File: config.mk
export PLATFORM = sky130hd
export DESIGN_NAME = photo_attribute_image_extractor
export DESIGN_NICKNAME = d
export VERILOG_FILES = /design/src/design/pai_pkg.sv /design/src/design/pai_parser.sv /design/src/design/photo_attribute_image_extractor.sv
export SDC_FILE = /design/constraint.sdc
export NUM_CORES = 1
export LEC_CHECK = 0
export BUFFER_PORTS_ARGS = -buffer_cell sky130_fd_sc_hd__buf_2
export CAP_MARGIN = 15
export CORE_MARGIN = 2
export CORE_UTILIZATION = 35
export CTS_CLUSTER_DIAMETER = 80
export DETAILED_ROUTE_END_ITERATION = 10
export GPL_ROUTABILITY_DRIVEN = 0
export SLEW_MARGIN = 20
export SYNTH_ARGS = -nofsm -noshare
export SYNTH_HDL_FRONTEND = slang
export SYNTH_SLANG_ARGS = --single-unit
File: constraint.sdc
create_clock -name aclk -period 6.3 [get_ports aclk]
set_clock_uncertainty 0.05 [all_clocks]
set_input_delay 0.315 -clock aclk [delete_from_list [all_inputs] [get_ports aclk]]
set_output_delay 0.315 -clock aclk [all_outputs]
set_load 0.02 [all_outputs]
File: src/design/pai_pkg.sv
// Package for the photo attribute image extractor.
// Holds the parser phase type, status and format codes, byte constants and
// the result struct. It depends on nothing else.
package pai_pkg;

    typedef enum logic [3:0] {
        PH_LEN0  = 4'd0,
        PH_LEN2  = 4'd1,
        PH_LEN5  = 4'd2,
        PH_TYPE  = 4'd3,
        PH_HDR   = 4'd4,
        PH_HSKIP = 4'd5,
        PH_IMG   = 4'd6,
        PH_SKIP  = 4'd7,
        PH_DONE  = 4'd8,
        PH_ERR   = 4'd9
    } phase_t;

    localparam logic [1:0] STATUS_FOUND = 2'd0;
    localparam logic [1:0] STATUS_NONE  = 2'd1;
    localparam logic [1:0] STATUS_BAD   = 2'd2;

    localparam logic [1:0] FMT_UNKNOWN = 2'd0;
    localparam logic [1:0] FMT_JPEG    = 2'd1;
    localparam logic [1:0] FMT_PNG     = 2'd2;

    localparam logic [7:0] LEN_TWO_BYTE  = 8'd192;
    localparam logic [7:0] LEN_PARTIAL   = 8'd224;
    localparam logic [7:0] LEN_FIVE_BYTE = 8'd255;
    localparam logic [7:0] SUBPKT_IMAGE  = 8'd1;

    localparam logic [7:0] JPEG_B0 = 8'hFF;
    localparam logic [7:0] JPEG_B1 = 8'hD8;
    localparam logic [7:0] JPEG_B2 = 8'hFF;
    localparam logic [7:0] PNG_B0  = 8'h89;
    localparam logic [7:0] PNG_B1  = 8'h50;
    localparam logic [7:0] PNG_B2  = 8'h4E;
    localparam logic [7:0] PNG_B3  = 8'h47;

    localparam logic [2:0] SEEN_MAX = 3'd4;

    typedef struct packed {
        logic       has_result;
        logic       byte_valid;
        logic [7:0] image_byte;
        logic       done_res;
        logic [1:0] status;
        logic [1:0] format;
    } pai_result_t;

endpackage

File: src/design/pai_parser.sv
// Subpacket walker of the photo attribute image extractor.
// Holds the parse state and computes the result of one byte; uses pai_pkg.
module pai_parser (
    input  logic                aclk,
    input  logic                aresetn,
    input  logic                step,
    input  logic [7:0]          in_byte,
    input  logic                in_last,
    output pai_pkg::pai_result_t res
);

    pai_pkg::phase_t phase_reg, phase_next;
    logic [31:0] accum_reg, accum_next;
    logic [2:0]  len_left_reg, len_left_next;
    logic [31:0] sub_left_reg, sub_left_next;
    logic [7:0]  hskip_reg, hskip_next;
    logic [2:0]  seen_reg, seen_next;
    logic [1:0]  fmt_reg, fmt_next;

    logic [31:0] sub_dec;
    logic [31:0] byte_wide;
    logic [31:0] body_len;
    logic        byte_valid;
    logic [1:0]  fmt_cls;
    logic [2:0]  seen_cls;

    assign sub_dec   = sub_left_reg - 32'd1;
    assign byte_wide = {24'd0, in_byte};

    // Format guess from the leading image bytes.
    always_comb begin
        fmt_cls  = fmt_reg;
        seen_cls = seen_reg;
        case (seen_reg)
            3'd0: begin
                if (in_byte == pai_pkg::JPEG_B0) begin
                    fmt_cls = pai_pkg::FMT_JPEG;
                end else if (in_byte == pai_pkg::PNG_B0) begin
                    fmt_cls = pai_pkg::FMT_PNG;
                end else begin
                    fmt_cls = pai_pkg::FMT_UNKNOWN;
                end
            end
            3'd1: begin
                if ((fmt_reg == pai_pkg::FMT_JPEG && in_byte != pai_pkg::JPEG_B1) ||
                    (fmt_reg == pai_pkg::FMT_PNG && in_byte != pai_pkg::PNG_B1)) begin
                    fmt_cls = pai_pkg::FMT_UNKNOWN;
                end
            end
            3'd2: begin
                if ((fmt_reg == pai_pkg::FMT_JPEG && in_byte != pai_pkg::JPEG_B2) ||
                    (fmt_reg == pai_pkg::FMT_PNG && in_byte != pai_pkg::PNG_B2)) begin
                    fmt_cls = pai_pkg::FMT_UNKNOWN;
                end
            end
            3'd3: begin
                if (fmt_reg == pai_pkg::FMT_PNG && in_byte != pai_pkg::PNG_B3) begin
                    fmt_cls = pai_pkg::FMT_UNKNOWN;
                end
            end
            default: begin
                fmt_cls = fmt_reg;
            end
        endcase
        if (seen_reg < pai_pkg::SEEN_MAX) begin
            seen_cls = seen_reg + 3'd1;
        end
    end

    always_comb begin
        phase_next    = phase_reg;
        accum_next    = accum_reg;
        len_left_next = len_left_reg;
        sub_left_next = sub_left_reg;
        hskip_next    = hskip_reg;
        seen_next     = seen_reg;
        fmt_next      = fmt_reg;
        byte_valid    = 1'b0;
        body_len      = 32'd0;

        case (phase_reg)
            pai_pkg::PH_LEN0: begin
                if (in_byte < pai_pkg::LEN_TWO_BYTE) begin
                    if (in_byte == 8'd0) begin
                        phase_next = pai_pkg::PH_ERR;
                    end else begin
                        sub_left_next = byte_wide;
                        phase_next    = pai_pkg::PH_TYPE;
                    end
                end else if (in_byte < pai_pkg::LEN_PARTIAL) begin
                    // The first byte is 192..223, so its offset fits in five bits.
                    accum_next = {19'd0, in_byte[4:0], 8'd0};
                    phase_next = pai_pkg::PH_LEN2;
                end else if (in_byte == pai_pkg::LEN_FIVE_BYTE) begin
                    accum_next    = 32'd0;
                    len_left_next = 3'd4;
                    phase_next    = pai_pkg::PH_LEN5;
                end else begin
                    phase_next = pai_pkg::PH_ERR;
                end
            end
            pai_pkg::PH_LEN2: begin
                body_len = accum_reg + byte_wide + {24'd0, pai_pkg::LEN_TWO_BYTE};
                if (body_len == 32'd0) begin
                    phase_next = pai_pkg::PH_ERR;
                end else begin
                    sub_left_next = body_len;
                    phase_next    = pai_pkg::PH_TYPE;
                end
            end
            pai_pkg::PH_LEN5: begin
                body_len      = {accum_reg[23:0], in_byte};
                accum_next    = body_len;
                len_left_next = len_left_reg - 3'd1;
                if (len_left_next == 3'd0) begin
                    if (body_len == 32'd0) begin
                        phase_next = pai_pkg::PH_ERR;
                    end else begin
                        sub_left_next = body_len;
                        phase_next    = pai_pkg::PH_TYPE;
                    end
                end
            end
            pai_pkg::PH_TYPE: begin
                sub_left_next = sub_dec;
                if (in_byte == pai_pkg::SUBPKT_IMAGE && sub_dec != 32'd0) begin
                    phase_next = pai_pkg::PH_HDR;
                end else if (sub_dec == 32'd0) begin
                    phase_next = pai_pkg::PH_LEN0;
                end else begin
                    phase_next = pai_pkg::PH_SKIP;
                end
            end
            pai_pkg::PH_HDR: begin
                // The remaining count still includes this header length byte.
                if (in_byte == 8'd0 || byte_wide > sub_left_reg) begin
                    phase_next = pai_pkg::PH_ERR;
                end else if ((sub_left_reg - byte_wide) >= 32'd3) begin
                    sub_left_next = sub_dec;
                    hskip_next    = in_byte - 8'd1;
                    phase_next    = (in_byte == 8'd1) ? pai_pkg::PH_IMG : pai_pkg::PH_HSKIP;
                end else begin
                    sub_left_next = sub_dec;
                    phase_next    = (sub_dec == 32'd0) ? pai_pkg::PH_LEN0 : pai_pkg::PH_SKIP;
                end
            end
            pai_pkg::PH_HSKIP: begin
                sub_left_next = sub_dec;
                hskip_next    = hskip_reg - 8'd1;
                if (hskip_next == 8'd0) begin
                    phase_next = pai_pkg::PH_IMG;
                end
            end
            pai_pkg::PH_IMG: begin
                byte_valid    = 1'b1;
                fmt_next      = fmt_cls;
                seen_next     = seen_cls;
                sub_left_next = sub_dec;
                if (sub_dec == 32'd0) begin
                    // A PNG signature needs all four bytes.
                    if (fmt_cls == pai_pkg::FMT_PNG && seen_cls < pai_pkg::SEEN_MAX) begin
                        fmt_next = pai_pkg::FMT_UNKNOWN;
                    end
                    phase_next = pai_pkg::PH_DONE;
                end
            end
            pai_pkg::PH_SKIP: begin
                sub_left_next = sub_dec;
                if (sub_dec == 32'd0) begin
                    phase_next = pai_pkg::PH_LEN0;
                end
            end
            default: begin
                phase_next = phase_reg;
            end
        endcase
    end

    always_comb begin
        res.has_result = byte_valid | in_last;
        res.byte_valid = byte_valid;
        res.image_byte = byte_valid ? in_byte : 8'd0;
        res.done_res   = in_last;
        res.status     = pai_pkg::STATUS_FOUND;
        res.format     = pai_pkg::FMT_UNKNOWN;
        if (in_last) begin
            if (phase_next == pai_pkg::PH_DONE) begin
                res.format = fmt_next;
            end else if (phase_next == pai_pkg::PH_LEN0) begin
                res.status = pai_pkg::STATUS_NONE;
            end else begin
                res.status = pai_pkg::STATUS_BAD;
            end
        end
    end

    always_ff @(posedge aclk) begin
        if (!aresetn || (step && in_last)) begin
            phase_reg    <= pai_pkg::PH_LEN0;
            accum_reg    <= 32'd0;
            len_left_reg <= 3'd0;
            sub_left_reg <= 32'd0;
            hskip_reg    <= 8'd0;
            seen_reg     <= 3'd0;
            fmt_reg      <= pai_pkg::FMT_UNKNOWN;
        end else if (step) begin
            phase_reg    <= phase_next;
            accum_reg    <= accum_next;
            len_left_reg <= len_left_next;
            sub_left_reg <= sub_left_next;
            hskip_reg    <= hskip_next;
            seen_reg     <= seen_next;
            fmt_reg      <= fmt_next;
        end
    end

endmodule

File: src/design/photo_attribute_image_extractor.sv
// Path: a byte accepted on the slave side enters the input register; the parser's result
// for it is registered in the result register, which drives the master side. Throughput:
// one byte per cycle while the result slot is free; a byte with a result waits while the
// master side stalls. A byte that produces no result never waits on the master side.
// Reset (aresetn low, synchronous) empties both registers and returns the
// parser to the start of a packet; it also returns there after each last byte.
module photo_attribute_image_extractor (
    input  logic        aclk,
    input  logic        aresetn,
    input  logic        s_tvalid,
    output logic        s_tready,
    input  logic [7:0]  s_tdata,   // [7:0] in_byte
    input  logic        s_tlast,   // in_last
    output logic        m_tvalid,
    input  logic        m_tready,
    output logic [15:0] m_tdata,   // [7:0] image_byte, [9:8] status, [11:10] format, zeros
    output logic [0:0]  m_tuser,   // [0] byte_valid
    output logic        m_tlast    // done_res
);

    // Input register: one packet byte waiting for the parser.
    logic       in_valid_reg;
    logic [7:0] in_byte_reg;
    logic       in_last_reg;

    // Result register: one result transaction waiting for the consumer.
    logic       out_valid_reg;
    logic       out_bvalid_reg;
    logic [7:0] out_byte_reg;
    logic       out_done_reg;
    logic [1:0] out_status_reg;
    logic [1:0] out_format_reg;

    pai_pkg::pai_result_t res;
    logic out_free;
    logic advance;

    // The result slot is free when empty or when its transaction completes now.
    assign out_free = !out_valid_reg || m_tready;
    // A byte without a result is consumed at once; otherwise it needs the slot.
    assign advance  = in_valid_reg && (!res.has_result || out_free);
    assign s_tready = !in_valid_reg || advance;

    pai_parser u_parser (
        .aclk    (aclk),
        .aresetn (aresetn),
        .step    (advance),
        .in_byte (in_byte_reg),
        .in_last (in_last_reg),
        .res     (res)
    );

    always_ff @(posedge aclk) begin
        if (!aresetn) begin
            in_valid_reg <= 1'b0;
        end else if (s_tready) begin
            in_valid_reg <= s_tvalid;
        end
    end

    always_ff @(posedge aclk) begin
        if (s_tready && s_tvalid) begin
            in_byte_reg <= s_tdata;
            in_last_reg <= s_tlast;
        end
    end

    always_ff @(posedge aclk) begin
        if (!aresetn) begin
            out_valid_reg <= 1'b0;
        end else if (out_free) begin
            out_valid_reg <= advance && res.has_result;
        end
    end

    always_ff @(posedge aclk) begin
        if (out_free) begin
            out_bvalid_reg <= res.byte_valid;
            out_byte_reg   <= res.image_byte;
            out_done_reg   <= res.done_res;
            out_status_reg <= res.status;
            out_format_reg <= res.format;
        end
    end

    assign m_tvalid = out_valid_reg;
    assign m_tdata  = {4'd0, out_format_reg, out_status_reg, out_byte_reg};
    assign m_tuser  = out_bvalid_reg;
    assign m_tlast  = out_done_reg;

endmodule

==> results.md, run 1 <==
* Status: complete, no violations
* CTS max path bufs at 2
* Sequential cell area fraction in the yosys report at 28.3%
* Slew HR at 26.1%
* # setup viols final at 0
* CP Launch Type: flop
* Pleak at 3.25 nW
* CTS Hold Buffers Added at 0
* Unrepaired setup endpoints after global routing: false
* Hold Path Depth at 1
* Layout cell share with drive strength beyond 1 at 7.83%
* Unique masters post-synth at 83
* Antenna Nets Post-Route at 0
* Post-route clock period utilization at 75.0%
* Main synth FF type: dfxtp_1
* Avg Vias per Cell at 5.92
* Worst Hold Class: input pin to flop
* Max-slew violation count at 0
* Placed inst area at 0.00872 mm²
* Antenna Cells at 0
* Placed cells at 1367
* Largest net degree at the start of global routing at 68
* Crit path DAT at 4.86 ns
* Post-route cell area at 0.00903 mm²
* Hold_ws at 0.0726 ns
* Fin. Hold Viols at 0
* Total Die Area at 0.0256 mm²
* Vias in the first global route at 7403
* DIE HEIGHT at 160 µm
* # port buffers at 28
* Initial Utilization at 35.3%
* Final Routed Wirelength at 25.4 mm
* Die Width at 160 µm
* WL per Instance at 18.4 µm
* Worst slack at placement at 1.47 ns
* Total Power at 1.87 mW
* Gate Count Post-Synth at 1100
* DR iter-0 viols at 961
* Critical path fanouts, max at 11
* H-tree depth at 3
* Nets at 1108
* FMAX at 212 MHz
* # resized after CTS at 0
* Initial antenna violation count at 0
* # fillers at 2586
* TritonCTS clock tree: yes
* Cell Pwr Density at 207 mW/mm²
* Mean post-synth cell area at 7.74 µm²
* CTS sink count at 109
* Setup WS post-layout at 1.57 ns
* Reg2Reg Depth at 12
* Crit path required time at 6.43 ns
* Total gr overflow at 0
* Hpwl dp at 18.7 mm
* Setup Total Neg Slack at 0 ns
* Setup Crit Path Kind: flop to flop
* Num CTS Buffers at 9
* All-Layer GR Usage at 19.8%
* Fin crit period at 4.73 ns
* Clock latency on the worst-skew pair at 0.36 ns
* Yosys Warn Count at 0
* Crit end category: flop
* Max-Cap Viols at 0
* Non-Filler Instances at 1384
* Core Area at 0.0241 mm²
* Cell Area, Synth at 0.00851 mm²
* DRC at 0
* Post-CTS setup buffers at 0
* First-pass GRT wire length at 41.1 mm
* Router iterations before antenna repair at 7
* Pin slew with the least headroom to its limit at 1.11 ns
* EDFF count, synth at 23
* Row cnt at 57
* Top Ports at 33
* Area delta synth->final at 6.13%
* Clock Pin Slew Worst Setup and Hold Paths at 0.08 ns
* Maximum ir drop on the vdd rail at 0.136 mV
* Yosys reg bits at 109
* Post-layout util at 37.5%
* Post-synth ARST share at 0%
* Root buf cell: clkbuf_16
* Vias post-DR at 8199
cell usage in the layout (no fill, tap or decap), types with 5 or more instances in the layout:
cell type,count
a2111oi_0,6
a211oi_1,34
a21oi_1,73
a221oi_1,21
a222oi_1,8
and2_1,8
and3_1,12
and4_1,5
buf_2,28
buf_4,7
clkbuf_16,9
dfxtp_1,86
edfxtp_1,23
ha_1,38
inv_1,34
mux2i_1,8
nand2_1,92
nand2b_1,7
nand3_1,51
nand3b_1,5
nand4_1,17
nor2_1,129
nor2b_1,6
nor3_1,43
nor4_1,29
o211ai_1,10
o21a_1,9
o21ai_0,43
o22ai_1,8
o31ai_1,6
or3_1,13
or4_1,7
xnor2_1,33
xor2_1,46
synth_stat cells, types with 5 or more instances:
master / count / share of area [%]
nor4_1: 29 / 2.1
clkbuf_1: 74 / 3.3
and3_1: 12 / 0.88
or3_1: 13 / 0.96
xnor2_1: 33 / 3.4
or4_1: 7 / 0.62
o31ai_1: 6 / 0.53
o21a_1: 9 / 0.79
and4_1: 5 / 0.51
a2111oi_0: 6 / 0.62
nor2_1: 131 / 5.8
mux2i_1: 8 / 0.94
dfxtp_1: 86 / 20
buf_4: 6 / 0.53
ha_1: 38 / 5.6
buf_1: 8 / 0.35
a222oi_1: 8 / 0.94
and2_1: 8 / 0.59
nand3b_1: 5 / 0.44
nand3_1: 51 / 3.0
inv_1: 34 / 1.5
nor2b_1: 6 / 0.44
edfxtp_1: 23 / 8.1
o21ai_0: 43 / 2.5
nor3_1: 43 / 2.5
o22ai_1: 8 / 0.59
xor2_1: 46 / 4.7
nand2_1: 93 / 4.1
a21oi_1: 73 / 4.3
a221oi_1: 21 / 2.2
o211ai_1: 10 / 0.88
a211oi_1: 34 / 3.0
nand4_1: 17 / 1.2
nand2b_1: 7 / 0.51
layout make-up:
cell class / instances / area, µm² / area share [%]
well taps: 324 / 405 / 4.49
multi-input cells: 865 / 5580 / 61.8
repair buffers: 36 / 220 / 2.44
clock buffers: 9 / 225 / 2.49
inverters: 34 / 128 / 1.41
clock inverters: 7 / 58.8 / 0.651
flip-flops and latches: 109 / 2410 / 26.7
critical path, cell delays in order (launching register included):
cell       delay, ns
edfxtp_1        0.60
inv_1           0.29
ha_1            0.41
and2_1          0.17
a221o_1         0.34
o21ai_0         0.26
o21ai_0         0.22
o41ai_1         0.41
o2111ai_1       0.31
nor3_1          0.49
a21boi_0        0.24
a2111oi_2       0.43
nor4b_2         0.30
power by group:
part	total, mW	internal [mW]	switching [mW]
registers	0.795	0.738	0.0573
logic	0.516	0.190	0.326
clock network	0.560	0.275	0.285
total	1.87	1.20	0.668
layer usage:
| layer | share of wire [%] | vias to the layer above | GRT usage (%) |
|---|---|---|---|
| met4 | 2.4 | 0 | 6.06 |
| met2 | 44 | 332 | 30.1 |
| met5 | 0 | - | 0 |
| li1 | - | 3951 | - |
| met1 | 47 | 3870 | 28.9 |
| met3 | 6.7 | 46 | 2.91 |
cells by family after synthesis:
kind of cell,count (synthesis),share of synthesized area (%)
compound gates,274,22.3
xor+xnor,79,8.13
fa+ha+maj,40,6.06
buf+inv,129,6.35
flops,109,28.3
mux,10,1.21
other cells,1,0.0441
simple gates,458,27.6
path summary, 6_finish.rpt:
path / from / endpoint / slack [ns]
setup reg to reg: in_byte_reg[3] / out_status_reg[0] / 1.57
hold / removal: s_tdata[5] / in_byte_reg[5] / 0.07
setup / recovery: in_byte_reg[3] / out_status_reg[0] / 1.57
hold reg to reg: u_parser.len_left_reg[1] / u_parser.len_left_reg[1] / 0.45
No activity file was read; power rests on OpenSTA's default activity.
==> inputs of run 2 (changes only) <==
==> constraint.sdc (replaced) <==
create_clock -name aclk -period 4.6 [get_ports aclk]
set_clock_uncertainty 0.05 [all_clocks]
set_input_delay 0.23 -clock aclk [delete_from_list [all_inputs] [get_ports aclk]]
set_output_delay 0.23 -clock aclk [all_outputs]
set_load 0.02 [all_outputs]
==> run 2 against run 1 <==
Compared with the run above:
- clock-buffer cell count is the same
- worst hold slack lost 0.057 ns
- largest power group unchanged
- non-clock buffer count grew 53
- final cell count grew 3.8%
- via count grew 3.0%
- cell area grew 4.8%
- clock power grew 38%
- utilization grew 1.8 points
- total power grew 39%
==> results.md, run 2 (same netlist as run 1, synthesis figures left out) <==
* Crit Reg-Reg Endpoint: u_parser.sub_left_reg[6]
* CTS max path bufs at 2 (unchanged)
* Total gr overflow at 0 (unchanged)
* Initial Utilization at 35.3% (unchanged)
* Critical path fanouts, max at 33 (+22)
* Total Power at 2.60 mW (+39%)
* Leading cell types in the layout, fill and taps excluded: nor2_1 (129), nand2_1 (92), dfxtp_1 (86)
* Layout cell share with drive strength beyond 1 at 11.5% (+3.7 points)
* Commonest non-fill, non-tap cell in the layout: nor2_1
* DIE HEIGHT at 160 µm (unchanged)
* Die Width at 160 µm (unchanged)
* Top Ports at 33 (unchanged)
* Hpwl dp at 19.8 mm (+6.4%)
* Total Die Area at 0.0256 mm² (unchanged)
* Maximum ir drop on the vdd rail at 0.184 mV (+35%)
* CP Capture Point: u_parser.sub_left_reg[6]
* # fillers at 2550 (-1.4%)
* Setup crit start: in_byte_reg[1]
* Post-route clock period utilization at 92.1% (+17 points)
* Antenna Nets Post-Route at 0 (unchanged)
* Vias in the first global route at 7721 (+4.3%)
* Crit end category: flop
* H-tree depth at 3 (unchanged)
* Root buf cell: clkbuf_16
* Num CTS Buffers at 9 (unchanged)
* Status: complete, no violations
* Pleak at 3.52 nW (+8.4%)
* Area delta synth->final at 11.3%
* Setup WS post-layout at 0.365 ns (-1.21 ns)
* Worst slack at placement at 0.117 ns (-1.35 ns)
* Nets at 1161 (+4.8%)
* Core Area at 0.0241 mm² (unchanged)
* Hold wc startpoint: s_tdata[1]
* Setup Total Neg Slack at 0 ns (unchanged)
* WL per Instance at 18.7 µm (+1.6%)
* DR iter-0 viols at 890 (-7.4%)
* All-Layer GR Usage at 20.7% (+0.94 points)
* Worst flop-to-flop path startpoint: in_byte_reg[1]
* Initial antenna violation count at 0 (unchanged)
* Pin slew with the least headroom to its limit at 1.03 ns (-0.0741 ns)
* Largest net degree at the start of global routing at 58 (-15%)
* DRC at 0 (unchanged)
* # setup viols final at 0 (unchanged)
* Reg2Reg Depth at 16 (+4)
* Clock Pin Slew Worst Setup and Hold Paths at 0.07 ns (about the same)
* Avg Vias per Cell at 5.88 (-0.82%)
* Cell Pwr Density at 275 mW/mm² (+33%)
* Max-slew violation count at 0 (unchanged)
* Router iterations before antenna repair at 6 (-1)
* TritonCTS clock tree: yes
* Reg-to-reg slack, setup at 0.36 ns (-1.21 ns)
* CTS sink count at 109 (unchanged)
* Hold Path Depth at 1 (unchanged)
* Row cnt at 57 (unchanged)
* Final Routed Wirelength at 26.8 mm (+5.5%)
* CP Launch Type: flop
* Vias post-DR at 8443 (+3.0%)
* Fin. Hold Viols at 0 (unchanged)
* Clock latency on the worst-skew pair at 0.37 ns (about the same)
* Antenna Cells at 0 (unchanged)
* Max-Cap Viols at 0 (unchanged)
* # port buffers at 28 (unchanged)
* Slew HR at 30.8% (+4.7 points)
* FMAX at 236 MHz (+12%)
* Fin crit period at 4.24 ns (-0.490 ns)
* First-pass GRT wire length at 42.8 mm (+4.3%)
* Setup Crit Path Kind: flop to flop
* Unrepaired setup endpoints after global routing: false
* Crit path required time at 4.85 ns (-1.58 ns)
* Crit path DAT at 4.48 ns (-0.38 ns)
* Worst Hold Class: input pin to flop
==> run 2: cell types whose count changed in the layout (fill, tap and decap cells not counted), sizes merged <==
cell and delta:
buf +46, dlygate4sd3 +7, clkinvlp -2, inv +2
==> run 2: how the worst min path moves through the flow <==
stage,endpoint,slack (ns)
2_1_floorplan,in_byte_reg[0],0.28
4_1_cts,in_byte_reg[1],0.004
6_report,in_byte_reg[1],0.02
3_3_place_gp,in_byte_reg[5],0.36
5_1_grt,in_byte_reg[1],0.007
3_5_place_dp,in_byte_reg[6],0.36
==> run 2: per-stage QoR <==
stage | utilization [%] | std cells | area [µm²] | hold WS, ns
after global routing | 39.3 | 1437 | 9470 | 0.00733
after floorplan | - | 1103 | 8520 | 0.279
final | 39.3 | 1437 | 9470 | 0.0161
after global placement | 37.6 | 1411 | 9060 | 0.358
after CTS | 39.1 | 1434 | 9410 | 0.00425
after detailed placement | 37.6 | 1411 | 9060 | 0.358
==> run 2: per-layer routing <==
metal	share of wire (%)	global-route usage (%)	wire [µm]
met4	3.2	8.23	851
met3	6.6	3.09	1780
met1	46	29.5	12300
met2	44	31.6	11800
met5	0	0	0
==> run 2: report_power, final <==
part           internal, mW  leakage, nW  switching, mW
clock                 0.376        0.135          0.395
combinational         0.286         2.44          0.475
sequential             1.01        0.952         0.0574
total                  1.67         3.52          0.928
==> run 2: repair_timing <==
action                     in CTS  in global routing
hold endpoints to repair        7                  0
setup endpoints to repair       0                  4
buffers inserted                0                  2
hold buffers                    7                  0
gates resized for setup         0                  1
==> run 2: final cells by class <==
cell class	instances	area, µm²	area share (%)
well taps	324	405	4.28
clock buffers	9	225	2.38
multi-input cells	865	5600	59.1
inverters	34	128	1.35
flip-flops and latches	109	2410	25.5
clock inverters	7	55.1	0.581
repair buffers	89	648	6.84
==> run 2: critical path: stages, from the launching register on <==
cell and delay (ns):
edfxtp_1 0.40, ha_1 0.30, ha_1 0.16, inv_1 0.06, fa_1 0.40, nand2b_1 0.19
a211oi_2 0.43, o211ai_1 0.28, or3b_1 0.40, a221oi_1 0.31, o2111ai_1 0.18, nor3_1 0.22
buf_4 0.15, nor2_4 0.11, buf_16 0.22, a21bo_2 0.20, a21oi_1 0.11
